===== config.mk =====
export PLATFORM = sky130hd
export DESIGN_NAME = mvt_round_sat
export DESIGN_NICKNAME = d
export VERILOG_FILES = /design/src/rtl/core/mvt_pkg.sv /design/src/rtl/core/mvt_round_sat.sv
export SDC_FILE = /design/constraint.sdc
export NUM_CORES = 1
export LEC_CHECK = 0
export ABC_AREA = 1
export BUFFER_PORTS_ARGS = -buffer_cell sky130_fd_sc_hd__buf_4
export CELL_PAD_IN_SITES_DETAIL_PLACEMENT = 0
export CELL_PAD_IN_SITES_GLOBAL_PLACEMENT = 1
export CORE_MARGIN = 2
export CORE_UTILIZATION = 38
export DETAILED_ROUTE_END_ITERATION = 6
export PLACE_DENSITY = 0.89
export SLEW_MARGIN = 30
export SYNTH_ARGS = -nofsm -noshare
export SYNTH_HDL_FRONTEND = slang
export SYNTH_SLANG_ARGS = --single-unit

===== constraint.sdc =====
create_clock -name vclk -period 4.1
set_input_delay 0 -clock vclk [all_inputs]
set_output_delay 0 -clock vclk [all_outputs]
set_load 0.02 [all_outputs]

===== src/rtl/core/mvt_pkg.sv =====
// shared types and constants for the 4x4 matrix by vector transform
`timescale 1ns / 1ps

package mvt_pkg;

  localparam int DATA_WIDTH = 32;
  localparam int FRAC_BITS  = 16;
  localparam int DIM        = 4;
  localparam int COEF_N     = DIM * DIM;
  localparam int IDX_W      = $clog2(COEF_N);
  localparam int PROD_W     = 2 * DATA_WIDTH;
  localparam int SUM_W      = PROD_W + $clog2(DIM);

  typedef logic signed [DATA_WIDTH-1:0] data_t;
  typedef logic signed [PROD_W-1:0]     prod_t;
  typedef logic signed [SUM_W-1:0]      sum_t;

  typedef enum logic {
    REQ_LOAD  = 1'b0,
    REQ_XFORM = 1'b1
  } req_type_t;

  typedef struct packed {
    logic             we;
    logic [IDX_W-1:0] idx;
    data_t            data;
  } coef_wr_t;

  localparam data_t COEF_ONE   = data_t'(1 << FRAC_BITS);
  localparam data_t DATA_MAX   = {1'b0, {(DATA_WIDTH-1){1'b1}}};
  localparam data_t DATA_MIN   = {1'b1, {(DATA_WIDTH-1){1'b0}}};
  localparam sum_t  ROUND_HALF = sum_t'(1 << (FRAC_BITS - 1));

endpackage


===== src/rtl/core/mvt_round_sat.sv =====
// one output lane: sum of products, round to nearest, saturate
`timescale 1ns / 1ps

module mvt_round_sat (
  input  mvt_pkg::prod_t prod [mvt_pkg::DIM],
  output mvt_pkg::data_t res,
  output logic           sat
);

  mvt_pkg::sum_t sum;
  mvt_pkg::sum_t rnd;
  mvt_pkg::sum_t shf;
  logic [mvt_pkg::SUM_W-mvt_pkg::DATA_WIDTH:0] hi;

  always_comb begin
    sum = '0;
    for (int j = 0; j < mvt_pkg::DIM; j++) begin
      sum = sum + mvt_pkg::sum_t'(prod[j]);
    end
    rnd = sum + mvt_pkg::ROUND_HALF;
    shf = rnd >>> mvt_pkg::FRAC_BITS;
    hi  = shf[mvt_pkg::SUM_W-1:mvt_pkg::DATA_WIDTH-1];
    if ((&hi) || !(|hi)) begin
      res = shf[mvt_pkg::DATA_WIDTH-1:0];
      sat = 1'b0;
    end else begin
      res = shf[mvt_pkg::SUM_W-1] ? mvt_pkg::DATA_MIN : mvt_pkg::DATA_MAX;
      sat = 1'b1;
    end
  end

endmodule


# After elaboration in Yosys (flattened, before gate mapping)
# Cells that the tools add are included.
# word_totals
register_bits	0
inputBits	256
out_inout_bits	33
word_cells	11
# classes
add_sub_neg	4
muxes	3
reduce_logical	4
# op_table
operator	count
adder 65 x 64 -> 66 bit	1
adder 66 x 17 -> 66 bit (second input constant)	1
adder 66 x 64 -> 66 bit	1
adder 64 x 64 -> 65 bit	1
2-to-1 mux 32 bit	2
AND reduction 19 bit	1
OR reduction 19 bit	1
zero test 1 bit	1
logical OR 1 bit	1
2-to-1 mux 1 bit	1

# Logic depth before layout (Yosys ltp)
# Gate-level depths: netlist of the first run.
# logic_depth
word_depth	8
depth_mapped	28
mapped_depth_nobuf	27

# Least setup slack after synthesis of the first run
# Ideal clock, no wire load.
# synth_timing
path_type	input -> output
start	input prod[17] (netlist name)
end	output res[22]
arrival_time_ns	3.394
required_time_ns	4.100
setup_slack_ns	0.706
cell_stages	25
path_buffers	1
cell_sequence	inv_1 > fa_1 > inv_1 > fa_1 > ha_1 > ha_1 > nand2_1 > nor2_1 > inv_1 > nor2_2 > inv_2 > nor3_2 > nand2_1 > nand2_1 > nand3_1 > nand2_1 > nand2_1 > nand2_2 > inv_2 > nor2_2 > nand3_2 > nand2_4 > buf_6 > nand2_1 > nand2_1
# synth_between
elab_chain_len	6
elab_cells_between_ends	8
cone_classes	2 x add/sub; 2 x mux; 4 x reduce/logical
# synth_rtl
item	line_no	rtl
start, declared	mvt_round_sat.sv:5	input mvt_pkg::prod_t prod [mvt_pkg::DIM],
adder 66 x 64 -> 66 bit (*)	mvt_round_sat.sv:18	sum = sum + mvt_pkg::sum_t'(prod[j]);
adder 66 x 17 -> 66 bit (*)	mvt_round_sat.sv:20	rnd = sum + mvt_pkg::ROUND_HALF;
OR reduction 19 bit	mvt_round_sat.sv:23	if ((&hi) || !(|hi)) begin
zero test 1 bit	mvt_round_sat.sv:23	
logical OR 1 bit	mvt_round_sat.sv:23	
2-to-1 mux 32 bit (*)	mvt_round_sat.sv:23	
end, declared	mvt_round_sat.sv:6	output mvt_pkg::data_t res,
# Mark *: on every way between the ends. The rest lies on a longest branch, timed or not.

# Worst setup path in the final report of the first run
# layout_timing
start	input prod[142] (netlist name)
end	output res[9]
# layout_between
elab_chain_len	8
elab_cells_between_ends	10
cone_classes	4 x add/sub; 2 x mux; 4 x reduce/logical
# layout_rtl
item	line_no
adder 64 x 64 -> 65 bit (*)	mvt_round_sat.sv:18
adder 65 x 64 -> 66 bit (*)	mvt_round_sat.sv:18
adder 66 x 64 -> 66 bit (*)	mvt_round_sat.sv:18
adder 66 x 17 -> 66 bit (*)	mvt_round_sat.sv:20
OR reduction 19 bit	mvt_round_sat.sv:23
zero test 1 bit	mvt_round_sat.sv:23
logical OR 1 bit	mvt_round_sat.sv:23
2-to-1 mux 32 bit (*)	mvt_round_sat.sv:23
# Marks and branches as above.

==> flow_metrics.env, run 1 <==
export IMPL_min_delay_worst_endpoint="res[0]"
export IMPL_antenna_found_initial=0
export IMPL_setup_viol_count_final=0
export IMPL_cp_start_kind="input pin"
export IMPL_initial_core_util_pct=38.3
export IMPL_dpl_cell_count=2475
export IMPL_pin_count=289
export IMPL_rows=60
export IMPL_worstPathRequired_ps=4100
export IMPL_fmax_ghz=0.248
export IMPL_drc=0
export IMPL_gp_congestion=0.975
export IMPL_antennaDiodeCount=0
export IMPL_hold_path_class="in2out"
export IMPL_routed_wl_mm=37.0
export IMPL_crit_fanout=6
export IMPL_min_period_over_period_pct=98.5
export IMPL_grt_pass1_vias=11200
export IMPL_design_die_area_um2=28300
export IMPL_ir_drop_mv=0.260
export IMPL_final_hold_viol_count=0
export IMPL_powerDensity_nw_per_um2=610
export IMPL_synth_area_top_cells="fa_1 25%, nand2_1 21%, inv_1 17%, ha_1 15%, nor2_1 4.4%"
export IMPL_final_util_pct=58.6
export IMPL_finalMaxSlewViolations=0
export IMPL_max_cap_violations=0
export IMPL_rsz0062_at_grt="yes"
export IMPL_die_height_um=168
export IMPL_coreArea_um2=26700
export IMPL_wl_per_cell_um=14.9
export IMPL_cts_hold_buf=0
export IMPL_vias_per_cell=4.69
export IMPL_critPathMaxStageDelay_ps=590
export IMPL_worstHoldStart="prod[207]"
export IMPL_vias=11700
export IMPL_p_leak_nw=8.92
export IMPL_cpMaxStageDelayCell="fa_2"
export IMPL_postRouteAntennaNets=0
export IMPL_fp_dieW_um=168
export IMPL_netlist_area_um2=10200
export IMPL_tightestPinTransition_ps=483
export IMPL_grt_max_degree=24
export IMPL_max_slew_margin_rel_pct=67.6
export IMPL_seq_area_um2=0
export IMPL_nets=2660
export IMPL_fill_cells=2628
export IMPL_synth_cell_type_count=29
export IMPL_dp_hpwl_mm=32.3
export IMPL_syn_avg_cell_area_um2=5.99
export IMPL_seq_cells=0
export IMPL_yosysSeqAreaShare_pct=0
export IMPL_drive_gt1_share_pct=36.0
export IMPL_synth_top_area_share_pct=25.0
export IMPL_path_class="in2out"
export IMPL_endpoint_kind="output pin"
export IMPL_nClkBuffers=0
export IMPL_firstDrtPassIters=5
export IMPL_fin_crit_ps=4040
export IMPL_yosysTopAreaCell="fa_1"
export IMPL_port_buffers=289
export IMPL_synth_nets=2217
export IMPL_hold_depth=7
export IMPL_grt_total_usage_pct=24.4
export IMPL_post_place_ws_ps=-259
export IMPL_path_common_cell="nand2_1"
export IMPL_grt_overflow_total=0
export IMPL_fin_ws_ps=62.8
export IMPL_area_delta_synth_final_pct=52.9
export IMPL_drt_iter0_markers=511
export IMPL_power_mw=9.54
export IMPL_grt_first_pass_wirelength_mm=55.5
export IMPL_status="completed"
export IMPL_final_cells=2490
export IMPL_syn_inst=1708
export IMPL_yosys_warnings=0
export IMPL_worstPathArrival_ps=4040
-- routing by layer --
layer | track usage (%) | part of all wire (%) | up-vias
met3 | 1.90 | 5.9 | 41
li1 | - | - | 5909
met4 | 3.49 | 1.9 | 0
met5 | 0 | 0 | -
met1 | 34.8 | 45 | 5378
met2 | 41.4 | 47 | 357
-- through the flow --
stage	setup TNS [ps]	area (um2)	hold WS [ps]
3_3_place_gp	-8640	13900	850
5_1_grt	-3210	15700	896
2_1_floorplan	0	10200	477
4_1_cts	0	14000	837
3_5_place_dp	-7800	13900	850
6_report	0	15700	845
-- synth_stat cells, types with 5 or more instances --
master / instances
a21oi_1: 63
a31oi_1: 16
and3_1: 5
fa_1: 128
ha_1: 125
inv_1: 469
inv_2: 15
nand2_1: 583
nand2_2: 6
nand3_1: 60
nand4_1: 9
nor2_1: 120
nor2_2: 16
nor3_1: 5
nor3_2: 6
o21ai_0: 18
o21bai_1: 8
xnor2_1: 15
xor2_1: 18
-- power by group --
| part | internal, mW | switching, mW |
|---|---|---|
| Sequential | 0 | 0 |
| Clock | 0 | 0 |
| Combinational | 4.11 | 5.44 |
| Total | 4.11 | 5.44 |
-- worst max-delay path by stage --
stage	startpoint	endpoint	slack [ps]	cells after the start
2_1_floorplan	prod[17]	res[22]	710	25
3_3_place_gp	prod[14]	res[17]	-280	27
3_5_place_dp	prod[14]	res[6]	-260	28
4_1_cts	prod[39]	res[6]	6	26
5_1_grt	prod[91]	res[12]	-140	25
6_report	prod[142]	res[9]	60	25
-- cells in the final DEF, fill, tap and decap left out, types with 6 or more instances in the layout --
cell type  instances
nand2_1          485
inv_1            446
buf_4            412
fa_1             126
nand2_2           89
nor2_1            71
ha_1              68
ha_4              56
nor2_2            49
nand3_1           47
inv_2             37
a21oi_1           35
buf_6             31
a21oi_2           22
xor2_1            18
nand2_4           16
nor2_4            16
nand3_2           16
a31oi_1           16
xnor2_1           15
o21ai_0           12
nand4_1            9
a21oi_4            7
o21ai_1            6
-- final cells by class --
class	instances	area, um2	area share, %
well taps	341	427	2.73
multi-input cells	1217	9870	63.1
repair buffers	448	3540	22.6
inverters	484	1820	11.6
-- critical path, delay by kind of cell --
kind / cells / cell delay [ps]
buffers and inverters: 6 / 580
adder cells (fa/ha/maj): 4 / 1770
AND/OR/NAND/NOR: 14 / 1530
AO/OA/AOI/OAI: 1 / 150
-- cells by family (layout without fill, tap and decap cells) --
| group | after synthesis | in the layout | share of synthesized area (%) |
|---|---|---|---|
| xor+xnor | 33 | 33 | 2.82 |
| compound gates | 110 | 110 | 5.86 |
| simple gates | 821 | 821 | 32.7 |
| buf+inv | 491 | 932 | 18.3 |
| fa+ha+maj | 253 | 253 | 40.3 |
-- timing repair --
item	CTS	global route
endpoints found under the setup margin	32	32
pin swaps	1	94
resized for setup	21	343
gates cloned	0	2
buffers inserted	0	13
(Power assumes the default switching activity.)
==> inputs of run 2 (changes only) <==
- clock period: 4.1 -> 3.8 ns (I/O delays scaled with it)
==> run 2 against run 1 <==
The run now ends with negative setup slack left. Global-route usage increased by 1.1 points. Count of clock-buffer cells in the layout unchanged. Design area grew 11%. Highest routed layer unchanged. Largest cell class unchanged. Sequential share of layout area is the same. Setup slack lost 350 ps.
==> flow_metrics.env, run 2 (synthesized netlist as in run 1, its figures left out) <==
export IMPL_status="finished with violations"
export IMPL_violations="negative setup slack"
export IMPL_cpMaxStageDelayCell="fa_1"
export IMPL_grt_first_pass_wirelength_mm=58.2
export IMPL_cp_start_kind="input pin"
export IMPL_ir_drop_mv=0.416
export IMPL_antennaDiodeCount=0
export IMPL_vias_per_cell=4.75
export IMPL_finalMaxSlewViolations=0
export IMPL_design_die_area_um2=28300
export IMPL_fmax_ghz=0.245
export IMPL_die_height_um=168
export IMPL_power_mw=11.9
export IMPL_drive_gt1_share_pct=44.6
export IMPL_nets=2762
export IMPL_drc=0
export IMPL_max_slew_margin_rel_pct=69.2
export IMPL_final_util_pct=65.0
export IMPL_postRouteAntennaNets=0
export IMPL_crit_family="adder cells"
export IMPL_seq_cells=0
export IMPL_layout_commonest_cell="buf_4"
export IMPL_grt_pass1_vias=11700
export IMPL_dp_hpwl_mm=32.8
export IMPL_setup_viol_count_final=32
export IMPL_coreArea_um2=26700
export IMPL_worstPathRequired_ps=3800
export IMPL_antenna_found_initial=0
export IMPL_vias=12300
export IMPL_max_cap_violations=0
export IMPL_fin_ws_ps=-283
export IMPL_seq_area_um2=0
export IMPL_min_period_over_period_pct=107
export IMPL_multiInputGateArea_um2=10700
export IMPL_drt_iter0_markers=579
export IMPL_final_hold_viol_count=0
export IMPL_rows=60
export IMPL_port_buffers=289
export IMPL_path_common_cell="nand2_1"
export IMPL_hold_path_class="in2out"
export IMPL_p_leak_nw=9.57
export IMPL_crit_fanout=11
export IMPL_crit_chain="buf_4 > fa_1 > fa_1 > ha_1 > ha_4 > nand2_1 > buf_4 > nor2_1 > inv_1 > o21ai_0 > nand2_1 > nand2_1 > a21oi_2 > buf_4 > nand3_2 > nand2_1 > nor2_2 > nand2_2 > nor2_4 > nand3_4 > nand3_4 > buf_12 > nand2_1 > buf_6"
export IMPL_nClkBuffers=0
export IMPL_wl_per_cell_um=15.5
export IMPL_fp_dieW_um=168
export IMPL_path_class="in2out"
export IMPL_grt_total_usage_pct=25.5
export IMPL_fill_cells=2396
export IMPL_area_delta_synth_final_pct=69.6
export IMPL_grt_max_degree=23
export IMPL_gp_congestion=0.963
export IMPL_grt_overflow_total=0
export IMPL_rsz0062_at_grt="yes"
export IMPL_final_cell_mix="508 x buf_4, 438 x nand2_1, 436 x inv_1"
export IMPL_powerDensity_nw_per_um2=683
export IMPL_critPathMaxStageDelay_ps=540
export IMPL_firstDrtPassIters=5
export IMPL_crit_buf_inv=6
export IMPL_worstPathArrival_ps=4080
export IMPL_initial_core_util_pct=38.3
export IMPL_routed_wl_mm=40.2
export IMPL_tightestPinTransition_ps=459
export IMPL_endpoint_kind="output pin"
export IMPL_pin_count=289
export IMPL_fin_crit_ps=4080
## run 2: layer usage
layer	track usage (%)	vias to the layer above	routed length, um
met5	0	-	0
met4	1.99	0	719
met3	1.53	42	2110
met2	45.2	382	20100
met1	35.9	5773	17300
li1	-	6109	-
## run 2: report_power, final
group          switching (mW)  internal (mW)
Clock                       0              0
Sequential                  0              0
Combinational            6.43           5.43
Total                    6.43           5.43
## run 2: layout make-up
class | count | area share (%)
inverters | 484 | 10.5
well taps | 341 | 2.46
multi-input cells | 1217 | 61.8
repair buffers | 550 | 25.2
## run 2: final timing paths
kind / startpoint / endpoint / depth (start not counted)
setup / recovery: prod[51] / res[18] / 24
hold / removal: prod[233] / res[26] / 8
## run 2: metrics by stage
step | setup WS (ps) | area [um2] | hold WS (ps) | setup TNS (ps) | instances
floorplan | 406 | 10200 | 477 | 0 | 1708
global placement | -457 | 14500 | 862 | -14170 | 2559
detailed placement | -467 | 14500 | 864 | -14200 | 2559
CTS | -227 | 15200 | 906 | -6470 | 2563
global route | -433 | 17400 | 952 | -12590 | 2592
finish | -283 | 17400 | 907 | -7980 | 2592
## run 2: timing repair
action,4_1_cts,5_1_grt
pin swaps,8,129
hold buffers,0,0
endpoints found under the setup margin,32,32
buffers inserted,4,23
gates resized for setup,104,418
cloned,0,6
==> inputs of run 3 (changes only) <==
- ABC_AREA: 1 -> unset
- CORE_UTILIZATION: 38 -> 39
- PLACE_DENSITY: 0.89 -> 0.87
==> run 3 against run 2 <==
The run still ends with negative setup slack left. Largest cell class unchanged. Non-clock buffer count rose by 73. Critical path depth fell by 1. Design area fell by 9.2%. Sequential cell count did not move.
==> flow_metrics.env, run 3 <==
export IMPL_use_met1_pct=31.3
export IMPL_synth_top_area_share_pct=27.6
export IMPL_seq_power_share_pct=0
export IMPL_postRouteAntennaNets=0
export IMPL_wl_per_cell_um=15.8
export IMPL_internal_power_mw=6.04
export IMPL_synth_nets=1697
export IMPL_synth_cell_type_count=80
export IMPL_p_clk_share_pct=0
export IMPL_grt_use_met3_pct=1.88
export IMPL_fmax_ghz=0.202
export IMPL_synth_area_top_cells="fa_1 28%, ha_1 17%, inv_1 10%, a21oi_1 5.5%, o21ai_0 3.5%"
export IMPL_power_mw=11.9
export IMPL_finalMaxSlewViolations=0
export IMPL_firstDrtPassIters=5
export IMPL_grt_overflow_total=0
export IMPL_synth_compound_area_share_pct=19.0
export IMPL_layout_commonest_cell="buf_4"
export IMPL_yosys_area_share_simple_pct=15.5
export IMPL_violations="negative setup slack"
export IMPL_synth_top_family_by_area="adder cells"
export IMPL_synthXorXnorAreaFrac_pct=4.15
export IMPL_rsz0062_at_grt="yes"
export IMPL_hold_path_class="in2out"
export IMPL_tightestPinTransition_ps=485
export IMPL_pin_count=289
export IMPL_yosysTopAreaCell="fa_1"
export IMPL_netlist_area_um2=9290
export IMPL_initial_core_util_pct=39.7
export IMPL_drt_iter0_markers=375
export IMPL_path_common_cell="buf_6"
export IMPL_status="finished with violations"
export IMPL_drc=0
export IMPL_max_slew_margin_rel_pct=66.8
export IMPL_use_met2_pct=48.6
export IMPL_synth_most_common_cell="inv_1"
export IMPL_area_delta_synth_final_pct=69.8
export IMPL_netlist_top_cells_count="254 x inv_1, 128 x fa_1, 125 x ha_1"
export IMPL_crit_chain="buf_6 > inv_4 > fa_1 > inv_1 > fa_1 > ha_4 > ha_4 > buf_6 > a21oi_4 > o21ai_2 > a221oi_2 > buf_4 > a21bo_4 > or3b_4 > xnor2_2 > nor4_2 > nand4_1 > nor4_2 > a21o_4 > buf_12 > buf_16 > mux2i_4 > buf_6"
export IMPL_synth_fa_ha_area_share_pct=44.4
export IMPL_grt_max_degree=16
export IMPL_grt_total_usage_pct=25.5
export IMPL_final_cell_mix="566 x buf_4, 244 x inv_1, 126 x fa_1"
export IMPL_fin_ws_ps=-1150
export IMPL_cp_start_kind="input pin"
export IMPL_nClkBuffers=0
export IMPL_antenna_found_initial=0
export IMPL_syn_inst=1188
export IMPL_fp_dieW_um=158
export IMPL_die_height_um=158
export IMPL_max_cap_violations=0
export IMPL_seq_area_um2=0
export IMPL_antennaDiodeCount=0
export IMPL_seq_cells=0
export IMPL_crit_buf_inv=8
export IMPL_yosysSeqAreaShare_pct=0
export IMPL_rows=56
export IMPL_busiest_layer="met2"
export IMPL_port_buffers=289
export IMPL_fin_setup_tns_ps=-35650
export IMPL_routed_wl_mm=32.8
export IMPL_crit_fanout=8
export IMPL_nets=2275
export IMPL_coreArea_um2=23400
export IMPL_grt_pass1_vias=11100
export IMPL_worstPathArrival_ps=4950
export IMPL_critPathMaxStageDelay_ps=540
export IMPL_final_hold_viol_count=0
export IMPL_drive_gt1_share_pct=46.1
export IMPL_crit_family="adder cells"
export IMPL_vias=10700
export IMPL_yosys_warnings=0
export IMPL_path_class="in2out"
export IMPL_gp_congestion=0.902
export IMPL_syn_avg_cell_area_um2=7.82
export IMPL_vias_per_cell=5.11
export IMPL_cts_hold_buf=0
export IMPL_grt_first_pass_wirelength_mm=51.9
export IMPL_min_period_over_period_pct=130
export IMPL_design_die_area_um2=25100
export IMPL_fin_crit_ps=4950
export IMPL_worstPathRequired_ps=3800
export IMPL_powerDensity_nw_per_um2=756
export IMPL_p_leak_nw=7.69
export IMPL_endpoint_kind="output pin"
export IMPL_p_sw_share_pct=49.3
export IMPL_cpMaxStageDelayCell="fa_1"
export IMPL_power_frac_comb_pct=100.0
export IMPL_dp_hpwl_mm=27.6
export IMPL_ir_drop_mv=0.730
export IMPL_synth_area_mux_share_pct=3.45
export IMPL_switchingPower_mw=5.88
export IMPL_setup_viol_count_final=33
==> run 3: cell count changes after synthesis, sizes merged, moves of 10 or more <==
cell	change
nor2	-81
nand3	-51
o21a	+10
nand2	-507
buf	+26
o21ai	+52
a21oi	+38
inv	-229
nand4	+30
mux2i	+32
clkbuf	+14
nor3	+18
==> run 3: worst paths after layout <==
path                      end       from  slack [ps]  cells after the start
worst min-delay path   res[0]  prod[207]         990                      7
worst max-delay path  res[13]   prod[36]       -1150                     23
==> run 3: cells by family (layout without fill, tap and decap cells) <==
| kind of cell | Yosys count | after routing |
|---|---|---|
| buffers and inverters | 302 | 878 |
| AO/OA/AOI/OAI | 278 | 278 |
| XOR/XNOR | 44 | 44 |
| AND/OR/NAND/NOR | 279 | 279 |
| multiplexers | 32 | 32 |
| adder cells (fa/ha/maj) | 253 | 253 |
==> run 3: routing by layer <==
metal	vias to the layer above	share of wire (%)
met4	0	2.1
met1	5084	41
met5	-	0
met3	50	5.5
met2	342	51
li1	5176	-
==> run 3: power by group through the flow <==
stage / clock network (mW) / registers (mW) / logic (mW)
global route: 0 / 0 / 12.8
global placement: 0 / 0 / 9.86
finish: 0 / 0 / 11.9
floorplan: 0 / 0 / 5.63
CTS: 0 / 0 / 11.3
detailed placement: 0 / 0 / 9.96
==> run 3: timing repair <==
| item | in CTS | in global routing |
|---|---|---|
| cloned | 3 | 1 |
| setup endpoints to repair | 33 | 33 |
| resized for setup | 155 | 43 |
| pin swaps | 41 | 13 |
| setup buffers | 10 | 12 |
==> run 3: through the flow <==
| stage | cells | hold WS [ps] | setup WS [ps] | area [um2] | utilization (%) |
|---|---|---|---|---|---|
| 2_1_floorplan | 1188 | 675 | -582 | 9790 | - |
| 3_3_place_gp | 2059 | 1010 | -1460 | 14400 | 61.6 |
| 3_5_place_dp | 2059 | 1030 | -1400 | 14400 | 61.6 |
| 4_1_cts | 2070 | 1010 | -1040 | 15500 | 66.1 |
| 5_1_grt | 2083 | 1030 | -1280 | 15800 | 67.4 |
| 6_report | 2083 | 988 | -1150 | 15800 | 67.4 |
==> run 3: final cells by class <==
cell class,instances,area (um2)
multi-input combinational,886,9390
fill,1959,7630
inverter,255,970
tap,319,399
timing repair buffer,623,5020
==> run 3: worst min-delay path: stages <==
cell     delay, ps
buf_4           90
fa_1           160
ha_1           160
buf_4          150
xor2_1         110
mux2i_4        160
buf_4          160
